<file path="config.mk">
export PLATFORM = sky130hd
export DESIGN_NAME = ttrm_ram
export DESIGN_NICKNAME = d
export VERILOG_FILES = /design/src/design/ttrm_ram.sv
export SDC_FILE = /design/constraint.sdc
export NUM_CORES = 1
export LEC_CHECK = 0
export BUFFER_PORTS_ARGS = -buffer_cell sky130_fd_sc_hd__buf_2
export CORE_ASPECT_RATIO = 0.9
export CORE_UTILIZATION = 50
export DETAILED_ROUTE_END_ITERATION = 6
export GPL_ROUTABILITY_DRIVEN = 0
export PLACE_DENSITY = 0.68
export SLEW_MARGIN = 40
export SYNTH_ARGS = -nofsm -noshare
export SYNTH_HDL_FRONTEND = slang
export SYNTH_SLANG_ARGS = --single-unit
</file>
<file path="constraint.sdc">
create_clock -name clock -period 3.8 [get_ports clock]
set_input_delay 0.95 -clock clock [delete_from_list [all_inputs] [get_ports clock]]
set_output_delay 0.95 -clock clock [all_outputs]
set_load 0.05 [all_outputs]
</file>
<file path="src/design/ttrm_ram.sv">
// Generic simple dual-port RAM: one write port, one read port with the
// read data registered. No dependencies.
module ttrm_ram #(
   parameter int WIDTH = 8,
   parameter int DEPTH = 16
) (
   input  logic                     clock,
   input  logic                     we,
   input  logic [$clog2(DEPTH)-1:0] waddr,
   input  logic [WIDTH-1:0]         wdata,
   input  logic                     re,
   input  logic [$clog2(DEPTH)-1:0] raddr,
   output logic [WIDTH-1:0]         rdata
);

   logic [WIDTH-1:0] mem_ff [DEPTH];
   logic [WIDTH-1:0] rdata_ff;

   always_ff @(posedge clock) begin
      if (we) begin
         mem_ff[waddr] <= wdata;
      end
      if (re) begin
         rdata_ff <= mem_ff[raddr];
      end
   end

   assign rdata = rdata_ff;

endmodule

</file>
==> results of run 1 <==
## worst max-delay path: cells and delay by family
family / cells / cell delay (ns)
AND/OR/NAND/NOR: 1 / 0.07
AO/OA/AOI/OAI: 1 / 0.24
multiplexers: 1 / 0.57
buffers and inverters: 2 / 0.66
## registers in the layout, indices dropped and copies added (netlist names)
signal / count
mem_ff: 128
rdata: 8
## metal layers
metal  track usage  vias to the layer above
li1              -                     1065
met1         0.306                     1242
met2         0.309                       81
met3        0.0622                        6
met4        0.0605                        0
met5             0                        -
## area by class of cell
type                            count  area, um^2  area share
Clock inverter                     13         156      0.0257
Tap cell                          129         161      0.0265
Multi-Input combinational cell     83        1080       0.178
Timing Repair Buffer               31         180      0.0296
Sequential cell                   136        4080       0.670
Clock buffer                       18         429      0.0704
## synth_stat cells, drive strengths merged
cell type,count
nand2b,2
mux4,32
buf,7
nor2,13
and2b,1
nor2b,1
nand3b,2
nor3,4
nand3,1
nand2,9
clkdlybuf4s25,3
and2,1
a22oi,16
edfxtp,136
or3b,1
## logic make-up (layout without fill, tap and decap cells)
family | Yosys count | count (layout) | synth area share
muxes | 32 | 32 | 0.148
AOI/OAI and AO/OA | 16 | 16 | 0.0230
buffers and inverters | 10 | 62 | 0.0165
DFF | 136 | 136 | 0.781
and+or+nand+nor | 35 | 35 | 0.0314
## stage by stage
stage	utilization	instance area, um^2	setup slack [ns]
floorplan	-	5230	1.36
global placement	0.537	5480	0.988
detailed placement	0.539	5500	0.991
CTS	0.597	6090	1.41
global route	0.597	6100	1.33
finish	0.597	6100	1.44
## placed cells by master (no fill, tap or decap)
master / netlist / layout
and2_1: 1 / 1
and2b_1: 1 / 1
edfxtp_1: 136 / 136
clkinv_4: 0 / 4
clkinv_2: 0 / 4
nand3b_1: 2 / 2
nor2_2: 0 / 11
nor2b_1: 1 / 1
buf_12: 0 / 1
buf_4: 1 / 4
nor3_1: 4 / 4
clkbuf_1: 0 / 1
mux4_1: 14 / 14
or3b_2: 1 / 1
nand2_1: 9 / 9
bufinv_16: 0 / 3
mux4_2: 18 / 18
buf_2: 3 / 26
a22oi_1: 16 / 16
nor2_1: 13 / 2
nand2b_1: 2 / 2
clkbuf_16: 0 / 17
clkinvlp_4: 0 / 1
nand3_1: 1 / 1
clkinv_1: 0 / 1
## worst paths after layout
path | to | slack, ns
max | rdata[3] | 1.44
min | rdata[4] | 0.75
max reg2reg | rdata[0] | 2.27
min reg2reg | rdata[4] | 0.75
## power by group
group / total (mW) / internal (mW) / switching [mW]
logic: 0.173 / 0.0615 / 0.112
clock network: 1.60 / 1.02 / 0.581
registers: 1.70 / 1.69 / 0.00991
total: 3.48 / 2.78 / 0.703
==> impl_metrics.tcl, run 1 <==
set metrics [dict create \
    cts_root_buffer "clkbuf_16" \
    avgSynthCellArea_um2 22.8 \
    ys_ff_latch 136 \
    grt_overflow 0 \
    hold_viol_final 0 \
    power_mw 3.48 \
    synth.net_count 248 \
    outcome "finished with violations" \
    fin_crit_sh 0.622 \
    drive_gt1_frac 0.320 \
    fillCellCount 727 \
    drv_cap 0 \
    synth_cell_types 18 \
    total_leakage_power_nw 2.02 \
    grt_pass1_vias 2552 \
    arrival_ns 2.50 \
    finalCriticalPeriod_ns 2.36 \
    setup.worst_path.start "raddr[0]" \
    dr.first_iter.drc_count 175 \
    synthTopCellsByArea "edfxtp_1 (78%), mux4_2 (7.8%), mux4_1 (7.0%), a22oi_1 (2.3%), nor2_1 (0.93%)" \
    cts_resized 0 \
    via_count 2394 \
    cts_tree "built" \
    cp_cell_sequence "buf_2 > buf_12 > mux4_1 > a22oi_1 > nand2_1" \
    clk_pin_slew_ns 0.06 \
    path_class "input port to flip-flop" \
    hold_depth 3 \
    grt_pass1_wl_um 15200 \
    die_area_um2 10900 \
    dp.cells 379 \
    synthToLayoutAreaGrowth_pct 16.6 \
    p_per_area_nw_per_um2 571 \
    rr_worst_depth 3 \
    yosysTopAreaCell "edfxtp_1" \
    viasPerCell 5.84 \
    clock_latency_ns 0.41 \
    grt_start_max_net_pins 33 \
    hold_path_class "flip-flop to flip-flop" \
    dr.pass1.iters 6 \
    core_um2 10200 \
    dr_wl_met2_um 4870 \
    finalNonFillerCells 410 \
    tns_ns 0 \
    clockBufferDepth 2 \
    clock_skew_ns 0.0127 \
    die_height_um 99 \
    nets 288 \
    route.detailed.drc 2 \
    synth_top_area_share 0.781 \
    rows 35 \
    cts_made_buffers 17 \
    netlist_area_um2 5230 \
    antenna_cells 0 \
    holdWs_ns 0.751 \
    violations "DRC" \
    routed_wl_um 9990 \
    port_buffers 26 \
    setup_viol 0 \
    io_pins 27 \
    cp.required_ns 3.94 \
    vdd_drop_max_uv 324 \
    relSlewSlack 0.454 \
    htree_levels 4 \
    synth-warning-count 0 \
    syn_inst 229 \
    highest_layer "met4" \
    wl_met3_um 756 \
    dp_hpwl_um 6160 \
    ant_nets 0 \
    grt_antenna_before_repair 0 \
    fmax_ghz 0.423 \
    start_util 0.512 \
    tightest_slew_ns 0.816 \
    synth.yosys.seq_area_share 0.781 \
    wl_per_cell_um 24.4 \
    reg2reg_from "mem_ff[1][0]" \
    cts_setup_buffers 0 \
    die_w_um 110 \
    hp-start "mem_ff[15][4]" \
    wl_met1_um 4290 \
    grt_usage 0.209 \
    rsz0062_at_grt "no" \
    cts_sinks 136 \
    slowest_stage "mux4_1" \
    path_max_fanout 18 \
    cp-start-kind "input port" \
    critPathCaptureType "flip-flop" \
    slew_viol_final 0 \
    cts_hold_buf 0 \
    max_stage_delay_ns 0.57 \
]
No activity file was read; power rests on OpenSTA's default activity.
==> run 2, diff against run 1 <==
==> constraint.sdc (replaced) <==
create_clock -name clock -period 2.35 [get_ports clock]
set_input_delay 0.5875 -clock clock [delete_from_list [all_inputs] [get_ports clock]]
set_output_delay 0.5875 -clock clock [all_outputs]
set_load 0.05 [all_outputs]
==> run 2 against run 1 <==
Against the previous run: the run now ends clean; wire length fell by 1.6%; clock skew fell by 0.0054 ns; sequential power rose by 62%; hold slack got worse by 0.20 ns; count of clock-buffer cells in the layout fell by 1; final cell count rose by 4.6%; design area rose by 2.1%; via count rose by 2.7%; utilization rose by 1.2 points.
==> impl_metrics.tcl, run 2 (synthesis gave the netlist of run 1 again) <==
set metrics [dict create \
    clk_pin_slew_ns 0.06 \
    comb_power_share 0.052 \
    finish.instance_area_um2 6220 \
    route.detailed.drc 0 \
    clock_latency_ns 0.40 \
    io_pins 27 \
    finalCriticalPeriod_ns 1.79 \
    grt_usage 0.206 \
    hold_viol_final 0 \
    cts_sinks 136 \
    ant_nets 0 \
    dr.first_iter.drc_count 288 \
    drive_gt1_frac 0.323 \
    worstHoldEndpoint "rdata[4]" \
    seq_power_share 0.488 \
    via_count 2458 \
    finalNonFillerCells 429 \
    path_class "input port to flip-flop" \
    outcome "completed" \
    tightest_slew_ns 0.419 \
    layout_common_cells "edfxtp_1 (136), buf_2 (26), buf_4 (22), mux4_2 (18), clkbuf_16 (17)" \
    die_height_um 99 \
    total_leakage_power_nw 2.12 \
    largest_register "mem_ff" \
    cts_resized 0 \
    grt_overflow 0 \
    rr_endpoint "rdata[7]" \
    arrival_ns 1.93 \
    fmax_ghz 0.560 \
    fillCellCount 699 \
    reg2reg_from "mem_ff[3][7]" \
    cts_setup_buffers 0 \
    seq_area_um2 4080 \
    port_buffers 26 \
    fin_crit_sh 0.760 \
    multi_input_area_um2 1060 \
    tns_ns 0 \
    routed_wl_um 9820 \
    htree_levels 4 \
    core_um2 10200 \
    clockBufferDepth 2 \
    p_clk_frac 0.460 \
    cp-start-kind "input port" \
    rr_worst_depth 3 \
    setup.worst_path.start "raddr[0]" \
    p_switching_mw 1.14 \
    dp_hpwl_um 6190 \
    start_util 0.512 \
    intPower_mw 4.49 \
    rsz0062_at_grt "no" \
    dp.cells 398 \
    grt_antenna_before_repair 0 \
    drv_cap 0 \
    synthToLayoutAreaGrowth_pct 19.0 \
    path_max_fanout 27 \
    cts_root_buffer "clkbuf_16" \
    wl_per_cell_um 22.9 \
    cp.required_ns 2.50 \
    reg2reg_setup_slack_ns 0.84 \
    slew_viol_final 0 \
    grt_start_max_net_pins 28 \
    relSlewSlack 0.720 \
    dr.pass1.iters 4 \
    viasPerCell 5.73 \
    hold_path_class "input port to flip-flop" \
    hold_depth 1 \
    grt_pass1_wl_um 15100 \
    p_sw_frac 0.202 \
    cts_made_buffers 17 \
    setup_viol 0 \
    rows 35 \
    die_area_um2 10900 \
    critPathCaptureType "flip-flop" \
    grt_pass1_vias 2502 \
    cts_hold_buf 0 \
    nets 307 \
    antenna_cells 0 \
    vdd_drop_max_uv 527 \
    die_w_um 110 \
    p_per_area_nw_per_um2 905 \
    clock_skew_ns 0.00730 \
    layout_commonest_cell "edfxtp_1" \
    hp-start "re" \
    placed_cell_area_um2 5640 \
    cts_tree "built" \
    largest_register_ffs 128 \
]
-- run 2: worst max path at each step --
| stage | end | slack, ns | depth (start not counted) |
|---|---|---|---|
| floorplan | mem_ff[0][0] | 0.27 | 2 |
| finish | rdata[2] | 0.56 | 5 |
| global route | rdata[5] | 0.54 | 5 |
| CTS | rdata[2] | 0.57 | 5 |
| global placement | rdata[5] | 0.19 | 5 |
| detailed placement | rdata[5] | 0.17 | 5 |
-- run 2: routing by layer --
layer / track usage / part of all wire / vias to the layer above / wire, um
met1: 0.310 / 0.45 / 1270 / 4420
met4: 0.0718 / 0.011 / 0 / 104
li1: - / - / 1099 / -
met2: 0.291 / 0.49 / 81 / 4770
met5: 0 / 0 / - / 0
met3: 0.0582 / 0.054 / 8 / 531
-- run 2: worst max-delay path, stage by stage --
cell and delay [ns]:
buf_2 0.12, buf_12 0.23, mux4_1 0.58, a22oi_1 0.28, nand2_1 0.11
-- run 2: area by class of cell --
cell class / instances / area share
Tap cell: 129 / 0.0259
Timing Repair Buffer: 50 / 0.0539
Multi-Input combinational cell: 83 / 0.170
Clock buffer: 17 / 0.0684
Clock inverter: 14 / 0.0255
Sequential cell: 136 / 0.656
-- run 2: stage by stage --
stage,setup slack (ns),total power [mW],util,hold WS [ns]
6_report,0.563,5.63,0.610,0.554
5_1_grt,0.539,5.80,0.610,0.538
4_1_cts,0.570,5.66,0.610,0.540
3_5_place_dp,0.167,3.09,0.553,0.743
3_3_place_gp,0.195,3.09,0.553,0.727
2_1_floorplan,0.270,2.97,-,0.686
-- run 2: power groups by stage --
stage               logic [mW]  registers (mW)  clock network, mW
CTS                      0.297            2.75               2.62
floorplan                0.138            2.84                  0
finish                   0.292            2.75               2.59
global route             0.315            2.75               2.74
global placement         0.289            2.80                  0
detailed placement       0.293            2.80                  0
